**src/sv/bis_pkg.sv**
```systemverilog
// ----------------------------------------------------------------------------
// bis_pkg: shared types and constants for the bilinear image scaler
// Frame store geometry, fixed-point widths, register indexes and the
// command word passed from the controller to the datapath.
// ----------------------------------------------------------------------------
package bis_pkg;

  localparam int MAX_WIDTH     = 256;
  localparam int MAX_HEIGHT    = 256;
  localparam int FRACTION_BITS = 16;

  localparam int PIX_W    = 8;
  localparam int SRC_W    = 8;
  localparam int COORD_W  = 12;
  localparam int DIM_W    = 9;
  localparam int SCALE_W  = 24;
  localparam int CFG_IDX_W  = 2;
  localparam int CFG_DATA_W = 24;

  localparam int COL_W   = (MAX_WIDTH > 1) ? $clog2(MAX_WIDTH) : 1;
  localparam int ROW_W   = (MAX_HEIGHT > 1) ? $clog2(MAX_HEIGHT) : 1;
  localparam int IDX_W   = (COL_W > ROW_W) ? COL_W : ROW_W;
  localparam int DEPTH   = MAX_WIDTH * MAX_HEIGHT;
  localparam int ADDR_W  = $clog2(DEPTH);
  localparam int POS_W   = COORD_W + SCALE_W;
  localparam int WHOLE_W = POS_W - FRACTION_BITS;
  localparam int BLEND_W = PIX_W + FRACTION_BITS;

  localparam logic [CFG_IDX_W-1:0] REG_SOURCE_WIDTH  = 2'd0;
  localparam logic [CFG_IDX_W-1:0] REG_SOURCE_HEIGHT = 2'd1;
  localparam logic [CFG_IDX_W-1:0] REG_INVERSE_SCALE = 2'd2;

  localparam logic [DIM_W-1:0]   RESET_SOURCE_WIDTH  = 9'd256;
  localparam logic [DIM_W-1:0]   RESET_SOURCE_HEIGHT = 9'd256;
  localparam logic [SCALE_W-1:0] RESET_INVERSE_SCALE = 24'd32768;

  localparam logic KIND_LOAD  = 1'b0;
  localparam logic KIND_QUERY = 1'b1;

  typedef enum logic [3:0] {
    ST_IDLE,
    ST_MAP_ROW,
    ST_MAP_COL,
    ST_RD_A,
    ST_RD_B,
    ST_RD_C,
    ST_RD_D,
    ST_LERP_TOP,
    ST_LERP_BOT,
    ST_OUT
  } state_t;

  typedef enum logic [3:0] {
    OP_NONE,
    OP_LOAD,
    OP_QUERY,
    OP_MAP_ROW,
    OP_MAP_COL,
    OP_RD_A,
    OP_RD_B,
    OP_RD_C,
    OP_RD_D,
    OP_LERP_TOP,
    OP_LERP_BOT,
    OP_OUT
  } op_t;

  typedef struct packed {
    op_t op;
  } cmd_t;

endpackage

```
**src/sv/bis_ctrl.sv**
```systemverilog
// ----------------------------------------------------------------------------
// bis_ctrl: sequencer for the bilinear image scaler
// Takes input words, steps a query through mapping, four store reads and
// three blend steps, and owns the output valid flag.
// ----------------------------------------------------------------------------
module bis_ctrl (
  input  logic          clk,
  input  logic          rst,
  input  logic          in_valid,
  output logic          in_ready,
  input  logic          kind,
  output logic          out_valid,
  input  logic          out_ready,
  output bis_pkg::cmd_t cmd
);
  import bis_pkg::*;

  state_t state;
  state_t state_next;
  logic   out_free;

  assign out_free = !out_valid || out_ready;
  assign in_ready = (state == ST_IDLE);

  always_ff @(posedge clk) begin
    if (rst) begin
      state     <= ST_IDLE;
      out_valid <= 1'b0;
    end else begin
      state <= state_next;
      if (cmd.op == OP_OUT) begin
        out_valid <= 1'b1;
      end else if (out_ready) begin
        out_valid <= 1'b0;
      end
    end
  end

  always_comb begin
    state_next = state;
    case (state)
      ST_IDLE: begin
        if (in_valid && kind == KIND_QUERY) state_next = ST_MAP_ROW;
      end
      ST_MAP_ROW:  state_next = ST_MAP_COL;
      ST_MAP_COL:  state_next = ST_RD_A;
      ST_RD_A:     state_next = ST_RD_B;
      ST_RD_B:     state_next = ST_RD_C;
      ST_RD_C:     state_next = ST_RD_D;
      ST_RD_D:     state_next = ST_LERP_TOP;
      ST_LERP_TOP: state_next = ST_LERP_BOT;
      ST_LERP_BOT: state_next = ST_OUT;
      ST_OUT: begin
        if (out_free) state_next = ST_IDLE;
      end
      default:     state_next = ST_IDLE;
    endcase
  end

  always_comb begin
    cmd.op = OP_NONE;
    case (state)
      ST_IDLE: begin
        if (in_valid) cmd.op = (kind == KIND_QUERY) ? OP_QUERY : OP_LOAD;
      end
      ST_MAP_ROW:  cmd.op = OP_MAP_ROW;
      ST_MAP_COL:  cmd.op = OP_MAP_COL;
      ST_RD_A:     cmd.op = OP_RD_A;
      ST_RD_B:     cmd.op = OP_RD_B;
      ST_RD_C:     cmd.op = OP_RD_C;
      ST_RD_D:     cmd.op = OP_RD_D;
      ST_LERP_TOP: cmd.op = OP_LERP_TOP;
      ST_LERP_BOT: cmd.op = OP_LERP_BOT;
      ST_OUT: begin
        if (out_free) cmd.op = OP_OUT;
      end
      default:     cmd.op = OP_NONE;
    endcase
  end

  a_query_starts: assert property (@(posedge clk) disable iff (rst)
    (in_valid && in_ready && kind == KIND_QUERY) |=> (state == ST_MAP_ROW))
    else $error("query accepted but mapping did not start");

  a_load_stays_idle: assert property (@(posedge clk) disable iff (rst)
    (in_valid && in_ready && kind == KIND_LOAD) |=> (state == ST_IDLE))
    else $error("load word left the idle state");

  a_result_posted: assert property (@(posedge clk) disable iff (rst)
    (state == ST_OUT && out_free) |=> (out_valid && state == ST_IDLE))
    else $error("finished result not posted");

  a_stall_holds: assert property (@(posedge clk) disable iff (rst)
    (state == ST_OUT && !out_free) |=> (state == ST_OUT))
    else $error("result step left while output register full");

endmodule

```
**config.mk**
```make
export PLATFORM = sky130hd
export DESIGN_NAME = bis_ctrl
export DESIGN_NICKNAME = d
export VERILOG_FILES = /design/src/sv/bis_pkg.sv /design/src/sv/bis_ctrl.sv
export SDC_FILE = /design/constraint.sdc
export NUM_CORES = 1
export LEC_CHECK = 0
export BUFFER_PORTS_ARGS = -buffer_cell sky130_fd_sc_hd__buf_2
export CORE_AREA = 2 2 39 41
export CTS_BUF_LIST = sky130_fd_sc_hd__clkbuf_16
export CTS_CLUSTER_SIZE = 30
export DETAILED_ROUTE_END_ITERATION = 8
export DIE_AREA = 0 0 41 43
export HOLD_SLACK_MARGIN = 0.1
export PLACE_DENSITY = 0.53
export SETUP_SLACK_MARGIN = 0.15
export SYNTH_ARGS = -nofsm -noshare
export SYNTH_HDL_FRONTEND = slang
export SYNTH_SLANG_ARGS = --single-unit
export TNS_END_PERCENT = 20
```
**constraint.sdc**
```tcl
create_clock -name clk -period 1.7 [get_ports clk]
set_clock_uncertainty 0.2 [all_clocks]
set_input_delay 0.255 -clock clk [delete_from_list [all_inputs] [get_ports clk]]
set_output_delay 0.255 -clock clk [all_outputs]
set_load 0.05 [all_outputs]
```
==> results of run 1 <==
worst reg2reg max path: stages, from the launching register on:
cell and delay [ns]:
dfxtp_2 0.34, a211o_1 0.32, o311ai_2 0.25, a21oi_1 0.12
timing repair:
action	4_1_cts	5_1_grt
gates resized for setup	14	0
setup buffers	0	0
pin swaps	3	0
hold endpoints to repair	5	0
endpoints found under the setup margin	5	5
hold buffers	1	0
registers in the layout (all words and copies together) (netlist names):
name,cells
out_valid,1
state,4
final timing paths:
check	end	slack [ns]
worst max-delay path	cmd[1]	-0.04
worst min-delay path	state[0]$_SDFFE_PP0P_	0.19
worst max register to register	state[0]$_SDFFE_PP0P_	0.33
worst min register to register	state[1]$_SDFFE_PP0P_	0.37
metal layers:
layer  up-vias  track usage
met5         -            0
met4         0      0.08667
met3         4      0.06806
met2        19       0.1594
met1       168       0.1635
li1        172            -
power breakdown:
part	switching, mW	internal [mW]	leakage, nW
clock network	0.0795	0.305	0.0423
registers	0.0247	0.132	0.0430
logic	0.218	0.159	0.166
total	0.322	0.597	0.251
per-stage QoR:
stage,area [sq um],util
floorplan,375.4,-
global placement,465.4,0.3363
detailed placement,465.4,0.3363
CTS,590.6,0.4268
global route,590.6,0.4268
finish,590.6,0.4268
area by class of cell:
type	instances	share of cell area
clock buffers	3	0.1271
clock inverters	1	0.006356
inverters	1	0.006356
multi-input cells	29	0.3983
flip-flops and latches	5	0.1864
well taps	16	0.03390
repair buffers	15	0.2415
cell usage after synthesis, types with 2 or more instances:
cell	number
dfxtp_1	5
nor2_1	3
a21o_1	2
a21oi_1	2
buf_6	2
nand2_1	2
nor3_1	2
xnor2_1	2
placed cells by master (no fill, tap or decap), drive strengths merged:
cell type,n
o211ai,1
clkbuf,3
nand3,1
dlygate4sd3,1
nor2,4
o31ai,1
nor4,1
nand2,2
o21ai,1
a31oi,1
nand4,1
a21oi,2
a211oi,1
a211o,1
inv,2
buf,14
xnor2,2
a32o,1
o311ai,1
dfxtp,5
nor2b,2
nor3,2
xor2,1
and4bb,1
a21o,2
logic make-up (layout without fill, tap and decap cells):
family	after synthesis	in the layout	share of synthesized area
compound gates	12	12	0.2768
flops	5	5	0.2952
xor+xnor	3	3	0.07750
buf+inv	5	20	0.1144
simple gates	14	14	0.2362
==> results.toml, run 1 <==
[sta]
relSlewSlack = 0.8359
drv_slew = 0
timing.setup.tns_ns = -0.06432
setup_viol = 2
tightest_slew_ns = 0.2458
worst_slack_ns = -0.04491
holdWs_ns = 0.1855
fmax_mhz = 573.1
rsz0062_at_grt = "yes"
final.period_utilization = 1.026
finalHoldViolCount = 0
post-route-min-period_ns = 1.745

[synth]
ys.flop_type = "dfxtp_1"
yosys-top-cells-area = "dfxtp_1 (30%), buf_6 (6.6%), xnor2_1 (5.2%)"
ys_seq_area_frac = 0.2952
synthesis.nets = 44
synth.distinct_cells = 27
synthArstFlopShare = 0
synth-seq-cells = 5
synth_top_area_frac = 0.2952
syn_avg_cell_area_sq_um = 8.694
synth-edff-count = 0
synth_top_area_cell = "dfxtp_1"
syn_area_sq_um = 339.1
yosys_warnings = 0
syn_inst = 39

[floorplan]
die_area_sq_um = 1763
die_x_um = 41
ios = 11
core_area_sq_um = 1384
rows = 14
fp.dieH_um = 43
start_util = 0.2450

[critical_path]
arrival_ns = 1.29
critPathLaunch = "state[0]$_SDFFE_PP0P_"
r2r_cells = 3
start_kind = "flop"
crit_fanout = 9
max_stage_delay_ns = 0.34
crit_chain = "buf_12 > a21o_1 > a211oi_4 > buf_6"
crit_family = "compound AO/OA/AOI/OAI gates"
slowest_stage = "dfxtp_2"
crit_type = "flop to primary output"
end_kind = "primary output"
required_ns = 1.24
r2r_start = "state[0]$_SDFFE_PP0P_"
critPathBufInv = 2
cp.depth = 4

[cells_and_area]
drive_above_1_share = 0.5000
num-fill-cells = 136
finalNonFillerCells = 70
insertedDiodeCount = 0
multi_input_area_sq_um = 235.2
syn2layout_area_growth_pct = 74.17
nets = 60
regArea_sq_um = 110.1

[status]
outcome = "finished with violations"
violations = "setup timing"

[clocking]
clock_sinks = 5
path_clk_slew_ns = 0.04
insertion_delay_ns = 0.23
cts_buffer_depth = 2
cts_made_buffers = 3
cts_tree = "yes"
root_buffer = "clkbuf_16"
h-tree-depth = 1

[run]
drv_cap = 0

[detailed_routing]
ant_nets = 0
vias = 363
wl_met2_um = 462
drc = 0
route.met3.wl_um = 82
dr.pass1.iters = 4
met1_length_um = 416
wl_per_cell_um = 14.16
drt_iter0_markers = 7
wl_um = 991
via_per_inst = 5.186
route.top_layer_used = "met4"

[global_routing]
grt_pass1_vias = 331
grt_pass1_wl_um = 1435
grt_usage = 0.1284
grt_max_degree = 13
gr-total-overflow = 0
antenna_found_initial = 0

[placement]
numPortBuffers = 10
place_inst = 65
dp_hpwl_um = 556
dp_slack_ns = 0.09367
gp_congestion = 0.7282

[min_path]
min_path_type = "primary input to flop"
min_delay_path_depth = 4
hold_start = "out_ready"

[power]
total_power_mw = 0.9183
power.density_nw_per_um2 = 1555
power_leakage_nw = 0.2508
ir_drop_uv = 685.4
Power figures use the tool's default switching activity.
==> run 2, diff against run 1 <==
--- a/config.mk
+++ b/config.mk
@@ -13,6 +13,7 @@
 export DIE_AREA = 0 0 41 43
 export HOLD_SLACK_MARGIN = 0.1
 export PLACE_DENSITY = 0.53
+export REMOVE_ABC_BUFFERS = 1
 export SETUP_SLACK_MARGIN = 0.15
 export SYNTH_ARGS = -nofsm -noshare
 export SYNTH_HDL_FRONTEND = slang
==> constraint.sdc (replaced) <==
create_clock -name clk -period 1.7 [get_ports clk]
set_clock_uncertainty 0.2 [all_clocks]
set_input_delay 0.255 -clock clk [delete_from_list [all_inputs] [get_ports clk]]
set_output_delay 0.255 -clock clk [all_outputs]
set_load 0.01 [all_outputs]
==> run 2 against run 1 <==
Against the previous run: the run now ends clean; global-route usage down 0.29 points; non-clock buffer count is 4 higher; via count decreased by 1.1%; largest cell class unchanged; critical endpoint is now cmd[3]; largest power group unchanged; die area stayed put; total power shrank 19%; count of clock-buffer cells in the layout stayed put; utilization is 1.5 points lower; cell count rose by 5.7%; clock power barely moved; sequential share of layout area up 0.92 points; cell area shrank 3.6%.
==> results.toml, run 2 (same netlist as run 1, synthesis figures left out) <==
[floorplan]
die_x_um = 41
die_area_sq_um = 1763
start_util = 0.2450
ios = 11
fp.dieH_um = 43
rows = 14
core_area_sq_um = 1384

[sta]
drv_slew = 0
rsz0062_at_grt = "yes"
relSlewSlack = 0.8637
setup_viol = 0
final.period_utilization = 0.9671
finalHoldViolCount = 0
holdWs_ns = 0.2614
post-route-min-period_ns = 1.644
fmax_mhz = 608.2
tightest_slew_ns = 0.2042
timing.setup.tns_ns = 0

[global_routing]
gr-total-overflow = 0
grt_pass1_vias = 314
grt_max_degree = 10
antenna_found_initial = 0
grt_pass1_wl_um = 1393
grt_usage = 0.1255

[power]
combPwrFrac = 0.270
ir_drop_uv = 567.8
seq_power_share = 0.217
p_int_mw = 0.5451
swShare = 0.2715
power_leakage_nw = 0.2540
clkPwrFrac = 0.512
p_sw_mw = 0.2031
power.density_nw_per_um2 = 1314
total_power_mw = 0.7482

[detailed_routing]
vias = 359
drc = 0
wl_per_cell_um = 13.22
wl_um = 978
via_per_inst = 4.851
ant_nets = 0
dr.pass1.iters = 5
drt_iter0_markers = 4

[cells_and_area]
layout_common_cells = "buf_2 (10), buf_4 (7), nor2_1 (3), clkbuf_16 (3), dfxtp_2 (3)"
finalNonFillerCells = 74
top_regs = "state (4), out_valid (1)"
drive_above_1_share = 0.5862
num-fill-cells = 145
insertedDiodeCount = 0
nets = 64
syn2layout_area_growth_pct = 67.90
final_common_cell = "buf_2"
post-route-util = 0.4114
largest_reg_flops = 4
top_register = "state"

[clocking]
h-tree-depth = 1
cts_buffer_depth = 2
root_buffer = "clkbuf_16"
cts_tree = "yes"
insertion_delay_ns = 0.23
cts_made_buffers = 3
path_clk_slew_ns = 0.03
clock_sinks = 5

[critical_path]
max_stage_delay_ns = 0.31
crit_family = "flip-flops"
critPathBufInv = 1
required_ns = 1.24
crit_type = "flop to primary output"
crit_fanout = 5
start_kind = "flop"
end_kind = "primary output"
crit_chain = "nor2b_4 > nand2_2 > a32o_1 > buf_2"
slowest_stage = "dfxtp_2"
arrival_ns = 1.19

[placement]
gp_congestion = 0.7897
place_inst = 65
dp_hpwl_um = 561.9
numPortBuffers = 10

[status]
outcome = "completed"

[min_path]
min_path_type = "primary input to flop"

[run]
drv_cap = 0
## run 2: cell types whose count changed in the layout (fill, tap and decap cells not counted), moves of 2 or more
| cell | change |
|---|---|
| buf_4 | +4 |
| buf_6 | -3 |
| nor2_2 | -2 |
| buf_2 | +5 |
| buf_12 | -2 |
## run 2: final cells by class
| cell class | instances | area, sq um | area share |
|---|---|---|---|
| inverters | 1 | 3.754 | 0.006593 |
| clock buffers | 3 | 75.07 | 0.1319 |
| flip-flops and latches | 5 | 111.4 | 0.1956 |
| clock inverters | 1 | 3.754 | 0.006593 |
| repair buffers | 19 | 123.9 | 0.2176 |
| well taps | 16 | 20.02 | 0.03516 |
| multi-input cells | 29 | 231.5 | 0.4066 |
## run 2: path summary, 6_finish.rpt
check | from | to | slack, ns | depth (start not counted)
setup / recovery | out_valid$_SDFFE_PP0P_ | cmd[3] | 0.06 | 4
hold / removal | out_ready | state[3]$_SDFFE_PP0P_ | 0.26 | 4
setup reg to reg | state[3]$_SDFFE_PP0P_ | state[0]$_SDFFE_PP0P_ | 0.31 | 4
hold reg to reg | state[2]$_SDFFE_PP0P_ | state[3]$_SDFFE_PP0P_ | 0.36 | 2
## run 2: power by group through the flow
stage | Combinational [mW] | Sequential (mW) | Clock, mW
4_1_cts | 0.196 | 0.155 | 0.393
3_3_place_gp | 0.176 | 0.156 | 0
3_5_place_dp | 0.177 | 0.156 | 0
5_1_grt | 0.223 | 0.163 | 0.404
2_1_floorplan | 0.0995 | 0.164 | 0
6_report | 0.202 | 0.163 | 0.383
## run 2: worst register-to-register path, cell delays in order, from the launching register on
cell	delay (ns)
dfxtp_4	0.35
a211o_1	0.28
buf_4	0.14
o311ai_2	0.20
a21oi_1	0.10
## run 2: per-stage QoR
stage	worst slack (ns)	area, sq um
4_1_cts	0.06477	541.8
3_3_place_gp	0.1609	404.1
5_1_grt	0.009851	569.3
6_report	0.05592	569.3
2_1_floorplan	0.1845	304.0
3_5_place_dp	0.1645	404.1
## run 2: what timing repair did
| item | CTS | global route |
|---|---|---|
| pin swaps | 5 | 2 |
| hold buffers | 1 | 0 |
| gates resized for setup | 9 | 6 |
| setup endpoints to repair | 5 | 5 |
| buffers inserted | 3 | 1 |
| hold endpoints to repair | 5 | 0 |
## run 2: layer usage
metal,vias to the layer above,GRT usage,routed length (um)
met3,0,0.07853,65
met4,0,0.08000,0
met2,9,0.1719,520
li1,180,-,-
met1,170,0.1383,392
met5,-,0,0
==> run 3, diff against run 2 <==
--- a/config.mk
+++ b/config.mk
@@ -12,7 +12,7 @@
 export DETAILED_ROUTE_END_ITERATION = 8
 export DIE_AREA = 0 0 41 43
 export HOLD_SLACK_MARGIN = 0.1
-export PLACE_DENSITY = 0.53
+export PLACE_DENSITY = 0.54
 export REMOVE_ABC_BUFFERS = 1
 export SETUP_SLACK_MARGIN = 0.15
 export SYNTH_ARGS = -nofsm -noshare
==> constraint.sdc (replaced) <==
create_clock -name clk -period 1.35 [get_ports clk]
set_clock_uncertainty 0.2 [all_clocks]
set_input_delay 0.2025 -clock clk [delete_from_list [all_inputs] [get_ports clk]]
set_output_delay 0.2025 -clock clk [all_outputs]
set_load 0.01 [all_outputs]
==> run 3 against run 2 <==
Against the previous run: the flow now finishes with violations (setup timing); combinational power increased by 58%; largest power group unchanged; cell area grew 5.1%; highest routed layer is now met4; hold slack got worse by 0.12 ns.
==> results.toml, run 3 (same netlist as run 1, synthesis figures left out) <==
[placement]
dp_slack_ns = -0.06854
placed_area_sq_um = 449.2
numPortBuffers = 10
gp_congestion = 0.7450
dp_hpwl_um = 616.2

[run]
drv_cap = 0

[cells_and_area]
nets = 67
top_regs = "state (4), out_valid (1)"
largest_reg_flops = 4
regArea_sq_um = 111.4
num-fill-cells = 147
final_common_cell = "buf_2"
top_register = "state"
final_area_sq_um = 598.1
insertedDiodeCount = 0
layout_common_cells = "buf_2 (10), buf_4 (8), clkbuf_16 (3), dfxtp_2 (3), buf_6 (3)"
syn2layout_area_growth_pct = 76.38
post-route-util = 0.4322
drive_above_1_share = 0.5902
multi_input_area_sq_um = 230.2

[clocking]
insertion_delay_ns = 0.23
cts_made_buffers = 3
path_clk_slew_ns = 0.03
cts_tree = "yes"
clock_sinks = 5
cts_buffer_depth = 2
h-tree-depth = 1
root_buffer = "clkbuf_16"

[detailed_routing]
vias = 385
drc = 0
dr.pass1.iters = 1
via_per_inst = 5.000
drt_iter0_markers = 0
wl_per_cell_um = 11.06
wl_um = 852
ant_nets = 0

[global_routing]
gr-total-overflow = 0
global_route.usage.met2 = 0.1750
grt_pass1_wl_um = 1373
grt_max_degree = 11
grt_pass1_vias = 336
grt_usage = 0.1182
met3_usage = 0.03141
grt.busiest_layer = "met2"
grt_use_met1 = 0.1310
antenna_found_initial = 0

[floorplan]
die_area_sq_um = 1763
core_area_sq_um = 1384
rows = 14
fp.dieH_um = 43
die_x_um = 41
ios = 11
start_util = 0.2450

[sta]
rsz0062_at_grt = "yes"
relSlewSlack = 0.8604
setup_viol = 6
tightest_slew_ns = 0.2076
fmax_mhz = 645.4
holdWs_ns = 0.1380
drv_slew = 0
finalHoldViolCount = 0
final.period_utilization = 1.148
post-route-min-period_ns = 1.549
worst_slack_ns = -0.1994

[critical_path]
start_kind = "flop"
crit_fanout = 3
r2r_cells = 5
crit_type = "flop to primary output"
required_ns = 0.95
end_kind = "primary output"
arrival_ns = 1.15

[power]
swShare = 0.2624
seq_power_share = 0.199
power.density_nw_per_um2 = 1673
p_int_mw = 0.7379
power_leakage_nw = 0.2770
clkPwrFrac = 0.481
p_sw_mw = 0.2625
ir_drop_uv = 613.3
combPwrFrac = 0.320

[min_path]
min_path_type = "primary input to flop"
min_delay_path_depth = 4

[status]
violations = "setup timing"
outcome = "finished with violations"
[run 3: worst max-delay path: stages (launching register included)]
cell,delay [ns]
dfxtp_2,0.33
a211o_1,0.29
nor2_2,0.12
a211oi_2,0.05
buf_2,0.13
[run 3: metrics by stage]
step / total power, mW / TNS [ns] / std cells
finish: 1.000 / -1.001 / 77
global route: 1.060 / -1.374 / 77
CTS: 0.9759 / -1.023 / 77
detailed placement: 0.4605 / -0.1785 / 71
global placement: 0.4602 / -0.2126 / 71
floorplan: 0.3318 / -0.1441 / 35
[run 3: timing repair]
action	4_1_cts	5_1_grt
buffers inserted	1	0
hold buffers	1	0
gates cloned	0	0
endpoints found under the hold margin	5	0
gates resized for setup	10	6
setup endpoints to repair	8	7
pin swaps	7	2
[run 3: power by group through the flow]
| stage | registers [mW] | logic [mW] | clock network [mW] |
|---|---|---|---|
| 2_1_floorplan | 0.206 | 0.125 | 0 |
| 3_3_place_gp | 0.195 | 0.265 | 0 |
| 3_5_place_dp | 0.193 | 0.267 | 0 |
| 4_1_cts | 0.196 | 0.285 | 0.495 |
| 5_1_grt | 0.201 | 0.352 | 0.507 |
| 6_report | 0.199 | 0.320 | 0.481 |
[run 3: worst paths after layout]
kind / from / to / slack [ns]
setup / recovery: state[3]$_SDFFE_PP0P_ / cmd[1] / -0.20
hold / removal: out_ready / out_valid$_SDFFE_PP0P_ / 0.14
setup reg to reg: state[3]$_SDFFE_PP0P_ / state[0]$_SDFFE_PP0P_ / -0.14
hold reg to reg: out_valid$_SDFFE_PP0P_ / out_valid$_SDFFE_PP0P_ / 0.45
[run 3: layout make-up]
class | count | share of cell area
multi-input cells | 29 | 0.3849
repair buffers | 22 | 0.2573
flip-flops and latches | 5 | 0.1862
clock buffers | 3 | 0.1255
well taps | 16 | 0.03347
clock inverters | 1 | 0.006276
inverters | 1 | 0.006276
[run 3: routing by layer]
layer  wire (um)  vias up
met2         403        8
met3          50        3
met1         367      185
met4          31        0
li1            -      189
met5           0        -
